[src/hdl/utf8bs_pkg.sv]
// ----------------------------------------------------------------------------
// utf8bs_pkg
// Types, constants and decode helpers shared by the break segmenter modules.
// ----------------------------------------------------------------------------
package utf8bs_pkg;

	// segment kinds
	localparam logic [1:0] KIND_SPACE = 2'd0;
	localparam logic [1:0] KIND_CJK   = 2'd1;
	localparam logic [1:0] KIND_WORD  = 2'd2;
	localparam logic [1:0] KIND_EMPTY = 2'd3;

	localparam logic [15:0] LEN_MAX = 16'hFFFF;

	localparam logic [7:0] BYTE_TAB = 8'h09;
	localparam logic [7:0] BYTE_LF  = 8'h0A;
	localparam logic [7:0] BYTE_CR  = 8'h0D;
	localparam logic [7:0] BYTE_SP  = 8'h20;

	localparam logic [20:0] CP_BAD = 21'h00FFFD;

	localparam logic [20:0] CJK_A_LO = 21'h004E00;
	localparam logic [20:0] CJK_A_HI = 21'h009FFF;
	localparam logic [20:0] CJK_B_LO = 21'h003400;
	localparam logic [20:0] CJK_B_HI = 21'h004DBF;
	localparam logic [20:0] CJK_C_LO = 21'h020000;
	localparam logic [20:0] CJK_C_HI = 21'h02A6DF;
	localparam logic [20:0] CJK_D_LO = 21'h02A700;
	localparam logic [20:0] CJK_D_HI = 21'h02B73F;
	localparam logic [20:0] CJK_E_LO = 21'h00F900;
	localparam logic [20:0] CJK_E_HI = 21'h00FAFF;
	localparam logic [20:0] CJK_F_LO = 21'h003000;
	localparam logic [20:0] CJK_F_HI = 21'h00303F;
	localparam logic [20:0] CJK_G_LO = 21'h00FF00;
	localparam logic [20:0] CJK_G_HI = 21'h00FFEF;

	// result slots per item: byte phase, three tail bytes, closing segment
	localparam int NSLOT = 5;

	typedef struct packed {
		logic [7:0] data_byte;
		logic       has_byte;
		logic       text_end;
	} item_t;

	typedef struct packed {
		logic        valid;
		logic        open;
		logic [1:0]  kind;
		logic [15:0] start;
		logic [15:0] length;
	} held_t;

	typedef struct packed {
		logic [23:0] char_bytes;
		logic [1:0]  char_count;
		logic [2:0]  char_needed;
		held_t       held;
	} state_t;

	typedef struct packed {
		logic [15:0] start;
		logic [15:0] length;
		logic [1:0]  kind;
		logic        brk;
		logic        last;
	} res_t;

	typedef struct packed {
		held_t h;
		logic  emit;
		res_t  r;
	} seg_ret_t;

	function automatic logic [2:0] lead_len(logic [7:0] b);
		logic [2:0] n;
		priority if (!b[7]) n = 3'd1;
		else if (b[7:5] == 3'b110) n = 3'd2;
		else if (b[7:4] == 4'b1110) n = 3'd3;
		else if (b[7:3] == 5'b11110) n = 3'd4;
		else n = 3'd1;
		return n;
	endfunction

	function automatic logic [20:0] cp_of(logic [7:0] b0, logic [7:0] b1, logic [7:0] b2,
		logic [7:0] b3, logic [2:0] n);
		logic [20:0] cp;
		unique case (n)
			3'd1: cp = b0[7] ? CP_BAD : 21'(b0);
			3'd2: cp = 21'({b0[4:0], b1[5:0]});
			3'd3: cp = 21'({b0[3:0], b1[5:0], b2[5:0]});
			default: cp = {b0[2:0], b1[5:0], b2[5:0], b3[5:0]};
		endcase
		return cp;
	endfunction

	function automatic logic in_cjk(logic [20:0] cp);
		return (cp >= CJK_A_LO && cp <= CJK_A_HI) ||
			(cp >= CJK_B_LO && cp <= CJK_B_HI) ||
			(cp >= CJK_C_LO && cp <= CJK_C_HI) ||
			(cp >= CJK_D_LO && cp <= CJK_D_HI) ||
			(cp >= CJK_E_LO && cp <= CJK_E_HI) ||
			(cp >= CJK_F_LO && cp <= CJK_F_HI) ||
			(cp >= CJK_G_LO && cp <= CJK_G_HI);
	endfunction

	// grow the held segment or flush it and start a new one
	function automatic seg_ret_t take_seg(held_t h, logic [1:0] kind, logic [15:0] start,
		logic [2:0] n);
		seg_ret_t   r;
		logic [16:0] sum;
		r      = '0;
		r.h    = h;
		sum    = {1'b0, h.length} + 17'(n);
		if (kind != KIND_CJK && h.valid && h.open && h.kind == kind) begin
			r.h.length = sum[16] ? LEN_MAX : sum[15:0];
		end else begin
			r.emit     = h.valid;
			r.r.start  = h.start;
			r.r.length = h.length;
			r.r.kind   = h.kind;
			r.r.brk    = !(h.kind == KIND_WORD && kind == KIND_WORD);
			r.r.last   = 1'b0;
			r.h.valid  = 1'b1;
			r.h.kind   = kind;
			r.h.start  = start;
			r.h.length = 16'(n);
			r.h.open   = (kind != KIND_CJK);
		end
		return r;
	endfunction

	// one byte standing alone: space, line end, or a one-byte word character
	function automatic seg_ret_t take_single(held_t h, logic [7:0] c, logic [15:0] start);
		seg_ret_t r;
		r   = '0;
		r.h = h;
		priority if (c == BYTE_SP || c == BYTE_TAB) r = take_seg(h, KIND_SPACE, start, 3'd1);
		else if (c == BYTE_LF || c == BYTE_CR) r.h.open = 1'b0;
		else r = take_seg(h, KIND_WORD, start, 3'd1);
		return r;
	endfunction

endpackage

[src/hdl/utf8_break_segmenter.sv]
// ----------------------------------------------------------------------------
// utf8_break_segmenter
// Splits UTF-8 text into line break segments: space runs, CJK characters,
// and words, each with start offset, length and break flag.
// ----------------------------------------------------------------------------
// Usage: the byte channel (byte_valid/byte_stall) carries one item per
// transfer: data_byte with has_byte, and text_end to close the text. The
// segment channel (seg_valid/seg_stall) returns segment descriptors.
// A word is held back until the following segment is known, so a segment
// usually appears one or more bytes after its last byte; the closing item
// of a text flushes everything and its last result has last_segment set.
// An accepted item is held in the input register and then loaded into the
// result register, from which its results are taken; while the result
// register has no room, the item waits in the input register.
// Throughput: one item per cycle while each item gives at most one result
// and the receiver does not stall. An item that gives k results holds the
// result register for k transfers; the closing item can give up to four.
// The result register's drain sets the rate: a new item enters it only as
// its last pending result leaves. When the receiver stalls, the result on
// the port holds, and once the input register is full byte_stall rises.
// Reset clears all text state: the next byte starts a text at offset 0.
// ----------------------------------------------------------------------------
module utf8_break_segmenter #(
	parameter int POS_BITS = 16
) (
	input  logic        clk,
	input  logic        arst_n,
	input  logic        byte_valid,
	output logic        byte_stall,
	input  logic [7:0]  data_byte,
	input  logic        has_byte,
	input  logic        text_end,
	output logic        seg_valid,
	input  logic        seg_stall,
	output logic [15:0] seg_start,
	output logic [15:0] seg_length,
	output logic [1:0]  seg_kind,
	output logic        break_after,
	output logic        last_segment
);
	import utf8bs_pkg::*;

	logic                valid_s1;
	item_t               item_s1;
	logic [POS_BITS-1:0] pos_q;
	state_t              st_q;
	logic [POS_BITS-1:0] pos_nx;
	state_t              st_nx;
	res_t [NSLOT-1:0]    res;
	logic [NSLOT-1:0]    res_valid;
	logic                room;
	logic                advance;

	assign advance    = valid_s1 && room;
	assign byte_stall = valid_s1 && !room;

	always_ff @(posedge clk or negedge arst_n) begin
		if (!arst_n) begin
			valid_s1 <= 1'b0;
		end else if (!byte_stall) begin
			valid_s1 <= byte_valid;
		end
	end

	always_ff @(posedge clk) begin
		if (byte_valid && !byte_stall) begin
			item_s1.data_byte <= data_byte;
			item_s1.has_byte  <= has_byte;
			item_s1.text_end  <= text_end;
		end
	end

	always_ff @(posedge clk or negedge arst_n) begin
		if (!arst_n) begin
			pos_q <= '0;
			st_q  <= '0;
		end else if (advance) begin
			pos_q <= pos_nx;
			st_q  <= st_nx;
		end
	end

	utf8bs_step #(
		.POS_BITS(POS_BITS)
	) u_step (
		.item      (item_s1),
		.pos       (pos_q),
		.st        (st_q),
		.pos_nx    (pos_nx),
		.st_nx     (st_nx),
		.res       (res),
		.res_valid (res_valid)
	);

	utf8bs_outq u_outq (
		.clk          (clk),
		.arst_n       (arst_n),
		.load         (advance),
		.res          (res),
		.res_valid    (res_valid),
		.room         (room),
		.seg_valid    (seg_valid),
		.seg_stall    (seg_stall),
		.seg_start    (seg_start),
		.seg_length   (seg_length),
		.seg_kind     (seg_kind),
		.break_after  (break_after),
		.last_segment (last_segment)
	);

	// closing item leaves clean state behind
	a_end_clears: assert property (@(posedge clk) disable iff (!arst_n)
		advance && item_s1.text_end |=> pos_q == '0 && st_q.char_count == 2'd0 &&
		!st_q.held.valid)
		else $error("text state not cleared after end of text");

	// closing item always produces at least the final segment
	a_end_result: assert property (@(posedge clk) disable iff (!arst_n)
		advance && item_s1.text_end |=> seg_valid)
		else $error("no result after end of text");

	// a partial character always still needs more bytes
	a_char_open: assert property (@(posedge clk) disable iff (!arst_n)
		st_q.char_count != 2'd0 |-> st_q.char_needed > {1'b0, st_q.char_count})
		else $error("partial character count out of range");

	// stall toward the sender only with a held item
	a_stall_held: assert property (@(posedge clk) disable iff (!arst_n)
		byte_stall |-> valid_s1 && seg_valid)
		else $error("input stalled with empty pipeline");

endmodule

[src/hdl/utf8bs_step.sv]
// ----------------------------------------------------------------------------
// utf8bs_step
// Next-state and result logic for one item: byte decode, tail replay at the
// end of a text, and the closing segment.
// ----------------------------------------------------------------------------
module utf8bs_step #(
	parameter int POS_BITS = 16
) (
	input  utf8bs_pkg::item_t                         item,
	input  logic [POS_BITS-1:0]                       pos,
	input  utf8bs_pkg::state_t                        st,
	output logic [POS_BITS-1:0]                       pos_nx,
	output utf8bs_pkg::state_t                        st_nx,
	output utf8bs_pkg::res_t [utf8bs_pkg::NSLOT-1:0]  res,
	output logic [utf8bs_pkg::NSLOT-1:0]              res_valid
);
	import utf8bs_pkg::*;

	always_comb begin
		state_t              s;
		held_t               h;
		seg_ret_t            sr;
		logic [7:0]          b;
		logic [7:0]          arr [4];
		logic [7:0]          tb [3];
		logic [2:0]          need;
		logic [20:0]         cp;
		logic [POS_BITS-1:0] base;
		logic [POS_BITS-1:0] char_pos;
		logic                skip2;

		s         = st;
		h         = st.held;
		sr        = '0;
		base      = '0;
		tb[0]     = '0;
		tb[1]     = '0;
		tb[2]     = '0;
		pos_nx    = pos;
		res       = '0;
		res_valid = '0;
		b         = item.data_byte;
		need      = lead_len(b);
		skip2     = 1'b0;
		arr[0]    = st.char_bytes[7:0];
		arr[1]    = st.char_bytes[15:8];
		arr[2]    = st.char_bytes[23:16];
		arr[3]    = 8'h00;
		arr[st.char_count] = b;
		cp        = cp_of(arr[0], arr[1], arr[2], arr[3], st.char_needed);
		char_pos  = pos - POS_BITS'(st.char_count);

		if (item.has_byte) begin
			pos_nx = pos + POS_BITS'(1);
			if (st.char_count == 2'd0) begin
				if (need == 3'd1) begin
					sr           = take_single(h, b, 16'(pos));
					h            = sr.h;
					res[0]       = sr.r;
					res_valid[0] = sr.emit;
				end else begin
					s.char_bytes  = 24'(b);
					s.char_count  = 2'd1;
					s.char_needed = need;
				end
			end else if ({1'b0, st.char_count} + 3'd1 >= st.char_needed) begin
				// character complete
				sr            = take_seg(h, in_cjk(cp) ? KIND_CJK : KIND_WORD, 16'(char_pos),
					st.char_needed);
				h             = sr.h;
				res[0]        = sr.r;
				res_valid[0]  = sr.emit;
				s.char_bytes  = '0;
				s.char_count  = '0;
				s.char_needed = '0;
			end else begin
				s.char_bytes = st.char_bytes | (24'(b) << {st.char_count, 3'b000});
				s.char_count = st.char_count + 2'd1;
			end
		end

		if (item.text_end) begin
			// a cut-short character is decoded again byte by byte
			base  = pos_nx - POS_BITS'(s.char_count);
			tb[0] = s.char_bytes[7:0];
			tb[1] = s.char_bytes[15:8];
			tb[2] = s.char_bytes[23:16];
			if (s.char_count != 2'd0) begin
				sr           = take_single(h, tb[0], 16'(base));
				h            = sr.h;
				res[1]       = sr.r;
				res_valid[1] = sr.emit;
			end
			if (s.char_count >= 2'd2) begin
				if (s.char_count == 2'd3 && lead_len(tb[1]) == 3'd2) begin
					// two-byte character fits in the tail, never cjk
					sr    = take_seg(h, KIND_WORD, 16'(base + POS_BITS'(1)), 3'd2);
					skip2 = 1'b1;
				end else begin
					sr = take_single(h, tb[1], 16'(base + POS_BITS'(1)));
				end
				h            = sr.h;
				res[2]       = sr.r;
				res_valid[2] = sr.emit;
			end
			if (s.char_count == 2'd3 && !skip2) begin
				sr           = take_single(h, tb[2], 16'(base + POS_BITS'(2)));
				h            = sr.h;
				res[3]       = sr.r;
				res_valid[3] = sr.emit;
			end
			if (h.valid) begin
				res[4].start  = h.start;
				res[4].length = h.length;
				res[4].kind   = h.kind;
				res[4].brk    = 1'b1;
			end else begin
				res[4].start  = '0;
				res[4].length = '0;
				res[4].kind   = KIND_EMPTY;
				res[4].brk    = 1'b0;
			end
			res[4].last  = 1'b1;
			res_valid[4] = 1'b1;
			s            = '0;
			h            = '0;
			pos_nx       = '0;
		end

		st_nx      = s;
		st_nx.held = h;
	end

endmodule

[src/hdl/utf8bs_outq.sv]
// ----------------------------------------------------------------------------
// utf8bs_outq
// Result register: holds the segments of one item and hands them out one
// per accepted transfer, in order.
// ----------------------------------------------------------------------------
module utf8bs_outq (
	input  logic                                      clk,
	input  logic                                      arst_n,
	input  logic                                      load,
	input  utf8bs_pkg::res_t [utf8bs_pkg::NSLOT-1:0]  res,
	input  logic [utf8bs_pkg::NSLOT-1:0]              res_valid,
	output logic                                      room,
	output logic                                      seg_valid,
	input  logic                                      seg_stall,
	output logic [15:0]                               seg_start,
	output logic [15:0]                               seg_length,
	output logic [1:0]                                seg_kind,
	output logic                                      break_after,
	output logic                                      last_segment
);
	import utf8bs_pkg::*;

	res_t [NSLOT-1:0] slot_q;
	logic [NSLOT-1:0] mask_q;
	logic [NSLOT-1:0] sel;
	logic [NSLOT-1:0] mask_nx;
	logic             pop;
	res_t             pick;

	// lowest pending slot goes out first
	assign sel = mask_q & (~mask_q + NSLOT'(1));

	always_comb begin
		pick = '0;
		for (int i = 0; i < NSLOT; i++) begin
			if (sel[i]) pick = res_t'(pick | slot_q[i]);
		end
	end

	assign seg_valid = |mask_q;
	assign pop       = seg_valid && !seg_stall;
	assign mask_nx   = pop ? (mask_q & ~sel) : mask_q;
	assign room      = (mask_nx == '0);

	always_ff @(posedge clk or negedge arst_n) begin
		if (!arst_n) begin
			mask_q <= '0;
		end else begin
			mask_q <= load ? res_valid : mask_nx;
		end
	end

	always_ff @(posedge clk) begin
		if (load) begin
			slot_q <= res;
		end
	end

	assign seg_start    = pick.start;
	assign seg_length   = pick.length;
	assign seg_kind     = pick.kind;
	assign break_after  = pick.brk;
	assign last_segment = pick.last;

endmodule
[config.mk]
export PLATFORM = sky130hd
export DESIGN_NAME = utf8_break_segmenter
export DESIGN_NICKNAME = d
export VERILOG_FILES = /design/src/hdl/utf8bs_pkg.sv /design/src/hdl/utf8_break_segmenter.sv /design/src/hdl/utf8bs_step.sv /design/src/hdl/utf8bs_outq.sv
export SDC_FILE = /design/constraint.sdc
export NUM_CORES = 1
export LEC_CHECK = 0
export ABC_AREA = 1
export BUFFER_PORTS_ARGS = -buffer_cell sky130_fd_sc_hd__buf_2
export CORE_MARGIN = 4
export CORE_UTILIZATION = 45
export CTS_CLUSTER_SIZE = 28
export DETAILED_ROUTE_END_ITERATION = 6
export SLEW_MARGIN = 20
export SYNTH_ARGS = -nofsm -noshare
export SYNTH_HDL_FRONTEND = slang
export SYNTH_SLANG_ARGS = --single-unit
[constraint.sdc]
create_clock -name clk -period 8.2 [get_ports clk]
set_input_delay 0.82 -clock clk [delete_from_list [all_inputs] [get_ports clk]]
set_output_delay 0.82 -clock clk [all_outputs]
set_load 0.05 [all_outputs]
== After elaboration in Yosys (flattened, before gate mapping) ==
Index checks and enable logic that the tools add are counted.
Widths: inputs -> output; s select.

* Register bits: 277
* ROM bits: 0
* Logic and storage cells: 298
* Memories: 0
* Memory bits (writable): 0
* Latch bits: 0
* Bits of input ports: 14

* Reduce and logical (&&, ||, !) cells: 68
* Shift-type cells: 1
* Bitwise operators: 10
* Add/subtract/negate cells: 14
* Divide/modulo/power cells: 0
* Order comparisons: 18
* Mux-type cells: 112
* Multipliers: 0
* Eq/ne operators: 36

{| class="wikitable"
|+ Operators by type and width
! cell !! count
|-
| $mux 36 || 22
|-
| $mux 73 || 5
|-
| $mux 37 || 9
|-
| $mux 16 || 19
|-
| $mux 71 || 4
|-
| $mux 20 || 9
|-
| $or 36x36->36 || 4
|-
| $mux 109 || 1
|-
| $eq 8x4->1 const B || 12
|-
| $mux 29 || 3
|-
| $add 16x1->17 const B || 4
|-
| $mux 65 || 1
|-
| $le 21x16->1 const B || 3
|-
| $pmux 21 s3 || 1
|-
| $ge 21x14->1 const B || 2
|-
| $ge 21x16->1 const B || 2
|-
| $ge 21x18->1 const B || 2
|-
| $le 21x18->1 const B || 2
|-
| $mux 3 || 12
|-
| $add 16x1->16 const B || 2
|-
| $bwmux 32 || 1
|-
| $eq 8x6->1 const B || 4
|-
| $sub 16x2->16 || 2
|-
| $logic_and 1x1->1 || 30
|-
| other kinds (43) || 103
|}

== Depth between registers and ports, before layout ==
Gate-level depths: netlist of run 1.

* Depth in word-level cells: 48
* Mapped depth: 55
* Gate-level depth less buffers: 54

== By module ==
Synthesis of run 1 repeated with hierarchy kept, for this count alone.

* Cells, all modules: 3326
* Area, all modules: 22602.9 sq um

{| class="wikitable"
|+ By module, submodules not included
! module !! sequential area each (sq um) !! instances !! area each (sq um) !! cells an instance
|-
| utf8bs_step || 0.0 || 1 || 12127.9 || 2463
|-
| utf8bs_outq || 5530.3 || 1 || 6917.9 || 494
|-
| utf8_break_segmenter || 2352.3 || 1 || 3557.2 || 369
|}

== Least setup slack after synthesis of run 1 ==
Ideal clock, no wire load.

* Path kind: reg2reg
* From: reg u_outq.mask_q[1]
* To: reg u_outq.slot_q[100] (netlist bit), enable pin
* Cell stages (with the launch flop): 13
* Slack: 0.168 ns
* Data arrival time: 7.423 ns
* Path buffers: 3
* Setup time: 0.609 ns
* Data required time: 7.591 ns
* Clock period less this slack: 8.032 ns
* Cell sequence: dfrtp_1 -> clkbuf_1 -> nor2_1 -> nand2_1 -> nor2_1 -> inv_1 -> o21ai_0 -> nand3_1 -> nor2_1 -> nand3_1 -> inv_1 -> clkbuf_1 -> clkbuf_1

* Cells in the longest elaborated chain, start to end: 8
* Elaborated cells between the ends (all ways): 10

{| class="wikitable"
|+ Ends and longest elaborated chain
! what !! RTL line !! text
|-
| start, declared || utf8bs_outq.sv:24 || <nowiki>logic [NSLOT-1:0] mask_q;</nowiki>
|-
| start signal, assigned || utf8bs_outq.sv:49 || <nowiki>mask_q <= load ? res_valid : mask_nx;</nowiki>
|-
| $not 5->5 || utf8bs_outq.sv:31 || <nowiki>assign sel = mask_q & (~mask_q + NSLOT'(1));</nowiki>
|-
| $add 5x1->5 || utf8bs_outq.sv:31 ||
|-
| $and 5x5->5 || utf8bs_outq.sv:31 ||
|-
| $not 5->5 || utf8bs_outq.sv:42 || <nowiki>assign mask_nx = pop ? (mask_q & ~sel) : mask_q;</nowiki>
|-
| $and 5x5->5 || utf8bs_outq.sv:42 ||
|-
| $mux 5 (*) || utf8bs_outq.sv:42 ||
|-
| $logic_not 5->1 (*) || utf8bs_outq.sv:43 || <nowiki>assign room = (mask_nx == '0);</nowiki>
|-
| $logic_and 1x1->1 (*) || utf8_break_segmenter.sv:54 || <nowiki>assign advance = valid_s1 && room;</nowiki>
|-
| named net advance || utf8_break_segmenter.sv:52 || <nowiki>logic advance;</nowiki>
|-
| end signal, assigned || utf8bs_outq.sv:55 || <nowiki>slot_q <= res;</nowiki>
|-
| end, declared || utf8bs_outq.sv:23 || <nowiki>res_t [NSLOT-1:0] slot_q;</nowiki>
|}

The timed path passes the listed nets; every way through them passes the cells marked *.
A chain may end at the register's enable or synchronous reset.

== Worst setup path after layout of run 1 ==
* From: reg st_q[39] (netlist bit)
* To: reg u_outq.slot_q[160] (netlist bit), data pin

* Cells in the longest elaborated chain, start to end: 48
* Elaborated cells between the ends (all ways): 149

{| class="wikitable"
|+ Ends and longest elaborated chain
! what !! RTL line !! text
|-
| start, declared || utf8_break_segmenter.sv:46 || <nowiki>state_t st_q;</nowiki>
|-
| start signal, assigned || utf8_break_segmenter.sv:79 || <nowiki>st_q <= st_nx;</nowiki>
|-
| parallel branches: the longest is 45 deep, another holds $ge 21x15->1 || -- ||
|-
| $mux 36 (*) || utf8bs_step.sv:106 || <nowiki>if (s.char_count == 2'd3 && !skip2) begin</nowiki>
|-
| $mux 36 (*) || utf8bs_step.sv:82 || <nowiki>if (item.text_end) begin</nowiki>
|-
| $reduce_and 2->1 (no line) || -- ||
|}

Mark *: on every way between the ends. The select of a mux whose other input is x is not followed.

==> metrics.log, run 1 <==
[metrics] sw frac: around 52%
[metrics] required time reported for the critical path endpoint: between 8000 and 9000 ps
[metrics] final weighted congestion in routability-driven placement: 0.9777
[metrics] synthesized netlist cell count: 2998
[metrics] chip height: about 220 um
[metrics] Clock Tree Buf Depth: 3
[metrics] switching component of the power: about 0.0046 W
[metrics] run status: complete, no violations
[metrics] Cell Pwr Density: ~390 nW/um2
[metrics] count of distinct cell types in the synthesized netlist: 65
[metrics] Power Internal: approximately 0.0042 W
[metrics] Slowest cell on crit path: dfrtp_2
[metrics] worst setup path category: flip-flop to flip-flop
[metrics] wire length reported by the detailed router: 76380 um
[metrics] total area of sequential cells: roughly 7800 um2
[metrics] netlist area before placement: 20940 um2
[metrics] delay of the slowest cell on the worst path: 490 ps
[metrics] post-route cell area: approximately 23000 um2
[metrics] clock share of power: 16.9%
[metrics] global-route wire length before repair: 117500 um
[metrics] final core utilization: roughly half
[metrics] Post-Place Worst Slack: approximately 260 ps
[metrics] die area: 50050 um2
[metrics] endpoint type of the worst setup path: flip-flop
[metrics] Worst-Margin Slew: between 1000 and 1500 ps
[metrics] EDFF count, synth: 186
[metrics] final setup margin: between 500 and 600 ps
[metrics] max-slew violations: 0
[metrics] CTS sink cnt: between 200 and 300
[metrics] largest voltage drop on the vdd net: 306.8 uV
[metrics] pin count of the biggest net entering global routing: 133
[metrics] CTS H-tree depth: 2
[metrics] number of DRC violations after detailed-routing iteration 0: 2361
[metrics] Critical Path Most Common Cell: nand2_1
[metrics] share of final-layout standard cells stronger than drive strength 1: about a tenth
[metrics] top fanout value on the critical path: 13
[metrics] Final ANT Viol Nets: 0
[metrics] initial antenna violation count: 2
[metrics] number of rows created at floorplan: between 70 and 80
[metrics] floorplan core area: about 46000 um2
[metrics] number of I/O port buffers: 51
[metrics] endpoints failing hold: 0
[metrics] fraction of power consumed by combinational cells: a little under three fifths
[metrics] number of detailed-route iterations in the first pass: 6
[metrics] via count of the first global-routing pass: 19920
[metrics] number of buffers inserted by hold repair at cts: 0
[metrics] max frequency: roughly 130 MHz
[metrics] number of setup violations in the final report: 0
[metrics] Static Leak: between 9 and 10 nW
[metrics] worst setup path start: st_q[39]$_DFFE_PN0P_
[metrics] register clock-pin slew on the reported worst setup and hold paths: around 60 ps
[metrics] fin crit share: 92.87%
[metrics] Syn Area/Cell: 6.984 um2
[metrics] Detailed Place HPWL: approximately 56000 um
[metrics] proportion of register bits with asynchronous set or reset after synthesis: 31.87%
[metrics] combined area of the multi-input logic cells: 11360 um2
[metrics] WP data arrival: around 7900 ps
[metrics] die width: ~220 um
[metrics] sum of internal, switching and leakage power: 0.008852 W
[metrics] Area growth syn-to-layout: 9.250%
[metrics] Worst Clk Skew: approximately 23 ps
[metrics] number of inserted filler cells in the final layout: approximately 4700
[metrics] count of maximum capacitance violations: 0
[metrics] Critical Path Start Type: flip-flop
[metrics] DRC violations left: 0
[metrics] All-Layer GR Usage: about 30%
[metrics] cell family with the largest share of critical-path delay: simple AND/OR/NAND/NOR gates
[metrics] source of the worst register-to-register timing path: st_q[39]$_DFFE_PN0P_
[metrics] Synthesized Nets: 3038
[metrics] latest clock arrival within the worst-skew pair: 560 ps
[metrics] Slew headroom: between 30 and 40%
[metrics] Reg power frac: 28.1%
[metrics] Yosys Warn Count: 0
[metrics] Clk Tree Root Cell: clkbuf_16
[metrics] Most used DFF post-synth: edfxtp_1
[metrics] Via Count: between 20000 and 25000
[metrics] CTS tree: yes
[metrics] Final nets: between 3000 and 4000
[metrics] fraction of the yosys area taken by sequential cells: 37.07%
[metrics] routed vias/inst: roughly 6
[metrics] GRT overflow: 0
[metrics] detailed-route wire length per cell: between 20 and 25 um
[metrics] placed cell area: 21730 um2
[metrics] number of top-level design ports: 52
[metrics] number of buffers and inverters on the critical path: 8
[metrics] time the worst path needs with I/O delays and setup: around 7600 ps
[metrics] initial standard-cell utilization of the core: between 40% and 50%
[metrics] TritonCTS buffer count: 35
[metrics] class of the most critical hold timing path: primary input to async pin
[metrics] number of synthesized register bits: about 270
[state kept, by name, indices dropped and copies added, names as in the netlist]
| register | count |
|---|---|
| u_outq.slot_q | 176 |
| st_q | 65 |
| pos_q | 16 |
| item_s1 | 10 |
| u_outq.mask_q | 5 |
| valid_s1 | 1 |
[worst paths after layout]
kind | to | cells after the start | slack, ps
min | st_q[7]$_DFFE_PN0P_ | 1 | 180
min in group clk | item_s1[1]$_DFFE_PP_ | 1 | 450
max | u_outq.slot_q[160]$_SDFFCE_PN0P_ | 44 | 580
max reg2reg | u_outq.slot_q[160]$_SDFFCE_PN0P_ | 44 | 580
max in group asynchronous | st_q[39]$_DFFE_PN0P_ | 2 | 6780
min reg2reg | st_q[55]$_DFFE_PN0P_ | 2 | 500
[cell type report]
type	count	share of cell area [%]
inverters	354	5.869
diodes	1	0.01094
flip-flops and latches	273	33.94
well taps	600	3.282
clock inverters	18	0.6017
clock buffers	43	4.097
multi-input cells	2248	49.64
repair buffers	93	2.560
[cell usage after synthesis (all sizes together) (23+ instances only)]
| library cell | count | area [um2] |
|---|---|---|
| a21oi | 189 | 1006 |
| a31oi | 23 | 143.9 |
| buf | 31 | 180.2 |
| clkbuf | 92 | 345.3 |
| dfrtp | 87 | 2177 |
| edfxtp | 186 | 5585 |
| ha | 23 | 287.8 |
| inv | 347 | 1303 |
| nand2 | 714 | 2870 |
| nand3 | 320 | 1702 |
| nand4 | 52 | 359.1 |
| nor2 | 441 | 1823 |
| nor3 | 54 | 335.3 |
| o21ai | 200 | 1008 |
| o22ai | 74 | 462.9 |
| xor2 | 62 | 543.0 |
[power by group through the flow]
stage	logic (W)	clock network [W]	registers (W)
2_1_floorplan	0.00343	0	0.00246
3_3_place_gp	0.00475	0	0.00248
3_5_place_dp	0.00476	0	0.00249
4_1_cts	0.00478	0.00150	0.00247
5_1_grt	0.00529	0.00156	0.00253
6_report	0.00488	0.00149	0.00248
[logic make-up after synthesis]
family	Yosys count	synth area share [%]
and+or+nand+nor	1603	34.54
AOI/OAI and AO/OA	545	14.74
buffers and inverters	477	8.862
DFF	273	37.07
xor gates and xnor gates	71	2.970
adders and majority gates	26	1.661
muxes	3	0.1554
[layer usage]
metal  part of all wire [%]  GRT usage [%]  wire, um
met1                     44          42.89     33750
met2                     45          46.38     33990
met3                    8.5          3.944      6483
met4                    2.8          8.153      2156
met5                      0              0         0
[cell usage in the layout, fill, tap and decap left out, drive strengths merged, types with 2 or more instances in the layout]
cell type,count
nand4,52
o21ai,200
and2,4
edfxtp,186
a32oi,5
nor4,10
inv,348
mux2,2
clkinvlp,3
o22ai,74
o211ai,9
a31oi,23
buf,93
a2111oi,2
clkinv,20
nand2,714
fa,3
xor2,62
o32ai,2
o31ai,9
o21bai,12
nand3,320
o21a,4
nand3b,3
or2,2
clkbuf,43
a22oi,8
nor3,54
a21oi,189
dfrtp,87
xnor2,9
ha,23
nor2,441
[stage by stage]
| step | hold slack, ps | setup TNS, ps | cells |
|---|---|---|---|
| after CTS | 172.1 | 0 | 3624 |
| after global routing | 186.4 | -5.540 | 3629 |
| final | 177.9 | 0 | 3630 |
| after floorplan | 424.4 | 0 | 2998 |
| after detailed placement | 484.3 | 0 | 3563 |
| after global placement | 475.5 | 0 | 3563 |
[repair_timing]
item,4_1_cts,5_1_grt
gates resized for setup,0,8
endpoints found under the hold margin,0,0
setup buffers,0,5
setup endpoints to repair,0,16
(Power assumes the default switching activity.)
==> inputs of run 2 (changes only) <==
- CORE_UTILIZATION: 45 -> 58
- PLACE_DENSITY_LB_ADDON: unset -> 0.25
==> run 2 against run 1 <==
Compared with the run above: critical path depth increased by 4; sequential power about the same; utilization increased by 14 points; hold slack got worse by 67 ps; clock skew decreased by 7.4 ps; first-iteration DRC count increased by 11%; largest cell class unchanged.
==> metrics.log, run 2 (same netlist as run 1, synthesis figures left out) <==
[metrics] Via Count: 21640 (+1.1%)
[metrics] detailed-route wire length per cell: 20.66 um (-1.8%)
[metrics] share of final-layout standard cells stronger than drive strength 1: 9.954% (-0.18 points)
[metrics] register with the highest flop count: u_outq.slot_q
[metrics] number of detailed-route iterations in the first pass: 7 (+1)
[metrics] endpoints failing hold: 0 (unchanged)
[metrics] DRC violations left: 0 (unchanged)
[metrics] largest voltage drop on the vdd net: 434.2 uV (+42%)
[metrics] final antenna diode count: 0 (-1)
[metrics] number of flip-flops under the largest register name: 176 (unchanged)
[metrics] CTS tree: yes
[metrics] clock share of power: 16.3% (-0.6 points)
[metrics] max frequency: 133.1 MHz (+1.4%)
[metrics] count of maximum capacitance violations: 0 (unchanged)
[metrics] global-route wire length before repair: 111900 um (-4.7%)
[metrics] number of I/O port buffers: 51 (unchanged)
[metrics] Worst Clk Skew: 15.82 ps (-7.358 ps)
[metrics] Final ANT Viol Nets: 0 (unchanged)
[metrics] number of buffers inserted by hold repair at cts: 0 (unchanged)
[metrics] Critical Path Start Type: flip-flop
[metrics] Worst-Margin Slew: 976.4 ps (-29.66 ps)
[metrics] most used cells in the layout excluding fill and tap cells: nand2_1 (660), nor2_1 (403), inv_1 (321), nand3_1 (306)
[metrics] endpoint type of the worst setup path: flip-flop
[metrics] routed vias/inst: 6.208 (+5.4%)
[metrics] die width: 198.0 um (-11%)
[metrics] Area growth syn-to-layout: 8.013%
[metrics] Slowest cell on crit path: dfrtp_2
[metrics] TritonCTS buffer count: 31 (-11%)
[metrics] registers with the highest flip-flop counts: u_outq.slot_q: 176 flops, st_q: 65 flops, pos_q: 16 flops
[metrics] via count of the first global-routing pass: 20410 (+2.5%)
[metrics] number of setup violations in the final report: 0 (unchanged)
[metrics] chip height: 198.0 um (-11%)
[metrics] GRT overflow: 0 (unchanged)
[metrics] Cell Pwr Density: 387.7 nW/um2 (+0.19%)
[metrics] Critical Path Most Common Cell: nand2_1
[metrics] required time reported for the critical path endpoint: 8550 ps (+40 ps)
[metrics] register clock-pin slew on the reported worst setup and hold paths: 60 ps (about the same)
[metrics] CTS sink cnt: 273 (unchanged)
[metrics] fraction of power consumed by combinational cells: 55.7% (+0.6 points)
[metrics] number of rows created at floorplan: 69 (-12%)
[metrics] Power Internal: 0.004198 W (-0.84%)
[metrics] Reg power frac: 28.0% (about the same)
[metrics] Slew headroom: 34.66% (+2.0 points)
[metrics] max-slew violations: 0 (unchanged)
[metrics] pin count of the biggest net entering global routing: 119 (-11%)
[metrics] All-Layer GR Usage: 35.81% (+6.3 points)
[metrics] final weighted congestion in routability-driven placement: 1.014 (+3.7%)
[metrics] latest clock arrival within the worst-skew pair: 610 ps (+50 ps)
[metrics] top fanout value on the critical path: 13 (unchanged)
[metrics] number of cells on the worst reg-to-reg path: 48 (+9.1%)
[metrics] delay of the slowest cell on the worst path: 490 ps (about the same)
[metrics] final core utilization: 63.59% (+14 points)
[metrics] initial standard-cell utilization of the core: 58.87% (+13 points)
[metrics] initial antenna violation count: 1 (-1)
[metrics] final-layout setup total negative slack: 0 ps (unchanged)
[metrics] CTS H-tree depth: 1 (-1)
[metrics] die area: 39210 um2 (-22%)
[metrics] Detailed Place HPWL: 51970 um (-6.7%)
[metrics] number of DRC violations after detailed-routing iteration 0: 2619 (+11%)
[metrics] floorplan core area: 35570 um2 (-22%)
[metrics] number of top-level design ports: 52 (unchanged)
[metrics] commonest non-fill, non-tap cell in the layout: nand2_1
[metrics] time the worst path needs with I/O delays and setup: 7514 ps (-101.6 ps)
[metrics] worst setup path category: flip-flop to flip-flop
[metrics] Static Leak: 9.832 nW (-0.40%)
[metrics] class of the most critical hold timing path: primary input to async pin
[metrics] fin crit share: 91.63% (-1.2 points)
[metrics] Clock Tree Buf Depth: 3 (unchanged)
[metrics] run status: complete, no violations
[metrics] sw frac: 52.12% (-0.053 points)
[metrics] Clk Tree Root Cell: clkbuf_16
[metrics] Final nets: 3039 (-0.20%)
[metrics] switching component of the power: 0.004570 W (-1.0%)
[metrics] RSZ-0062 raised after global routing: no
[metrics] WP data arrival: 7870 ps (-50 ps)
[metrics] wire length reported by the detailed router: 72000 um (-5.7%)
==> run 2: power groups by stage <==
stage               combinational [W]  sequential [W]  clock [W]
global route                  0.00527         0.00250    0.00149
global placement              0.00468         0.00245          0
finish                        0.00488         0.00246    0.00143
CTS                           0.00475         0.00244    0.00143
detailed placement            0.00473         0.00246          0
floorplan                     0.00343         0.00246          0
==> run 2: layout make-up <==
cell class,count,area [um2]
clock buffer,37,808.3
clock inverter,21,219.0
fill,3271,12950
inverter,354,1349
multi-input combinational,2248,11340
sequential,273,7764
tap,461,576.8
timing repair buffer,91,558.0
==> run 2: worst paths after layout <==
path / from / end / slack [ps]
setup / recovery: st_q[39]$_DFFE_PN0P_ / u_outq.slot_q[160]$_SDFFCE_PN0P_ / 690
hold / removal: arst_n / st_q[52]$_DFFE_PN0P_ / 110
setup reg to reg: st_q[39]$_DFFE_PN0P_ / u_outq.slot_q[160]$_SDFFCE_PN0P_ / 690
hold reg to reg: st_q[61]$_DFFE_PN0P_ / st_q[61]$_DFFE_PN0P_ / 520
max in group asynchronous: arst_n / st_q[39]$_DFFE_PN0P_ / 6770
min in group clk: data_byte[1] / item_s1[3]$_DFFE_PP_ / 400
==> run 2: worst max-delay path: cells and delay by family (launching register included) <==
| family | cells | cell delay (ps) |
|---|---|---|
| fa+ha+maj | 3 | 700 |
| compound gates | 6 | 1310 |
| flops | 1 | 490 |
| simple gates | 32 | 3800 |
| buf+inv | 7 | 920 |
==> run 2: metrics by stage <==
step	area, um2	power (W)	instances	setup WS, ps	hold slack, ps
6_report	22620	0.008768	3485	686.2	111.1
5_1_grt	22620	0.009265	3485	8.522	120.4
4_1_cts	22550	0.008629	3479	419.2	106.5
3_5_place_dp	21520	0.007195	3421	473.1	495.6
3_3_place_gp	21520	0.007131	3421	685.8	477.8
2_1_floorplan	20940	0.005890	2998	167.8	424.4
==> run 2: per-layer routing <==
layer	global-route usage (%)	wire length (um)
met1	50.30	29040
met4	12.73	2831
met3	6.534	8205
met5	0	0
met2	55.98	31920
==> run 2: repair_timing <==
item                                   CTS  global route
gates resized for setup                  0             5
buffers inserted                         0             6
endpoints found under the hold margin    0             0
setup endpoints to repair                0            16
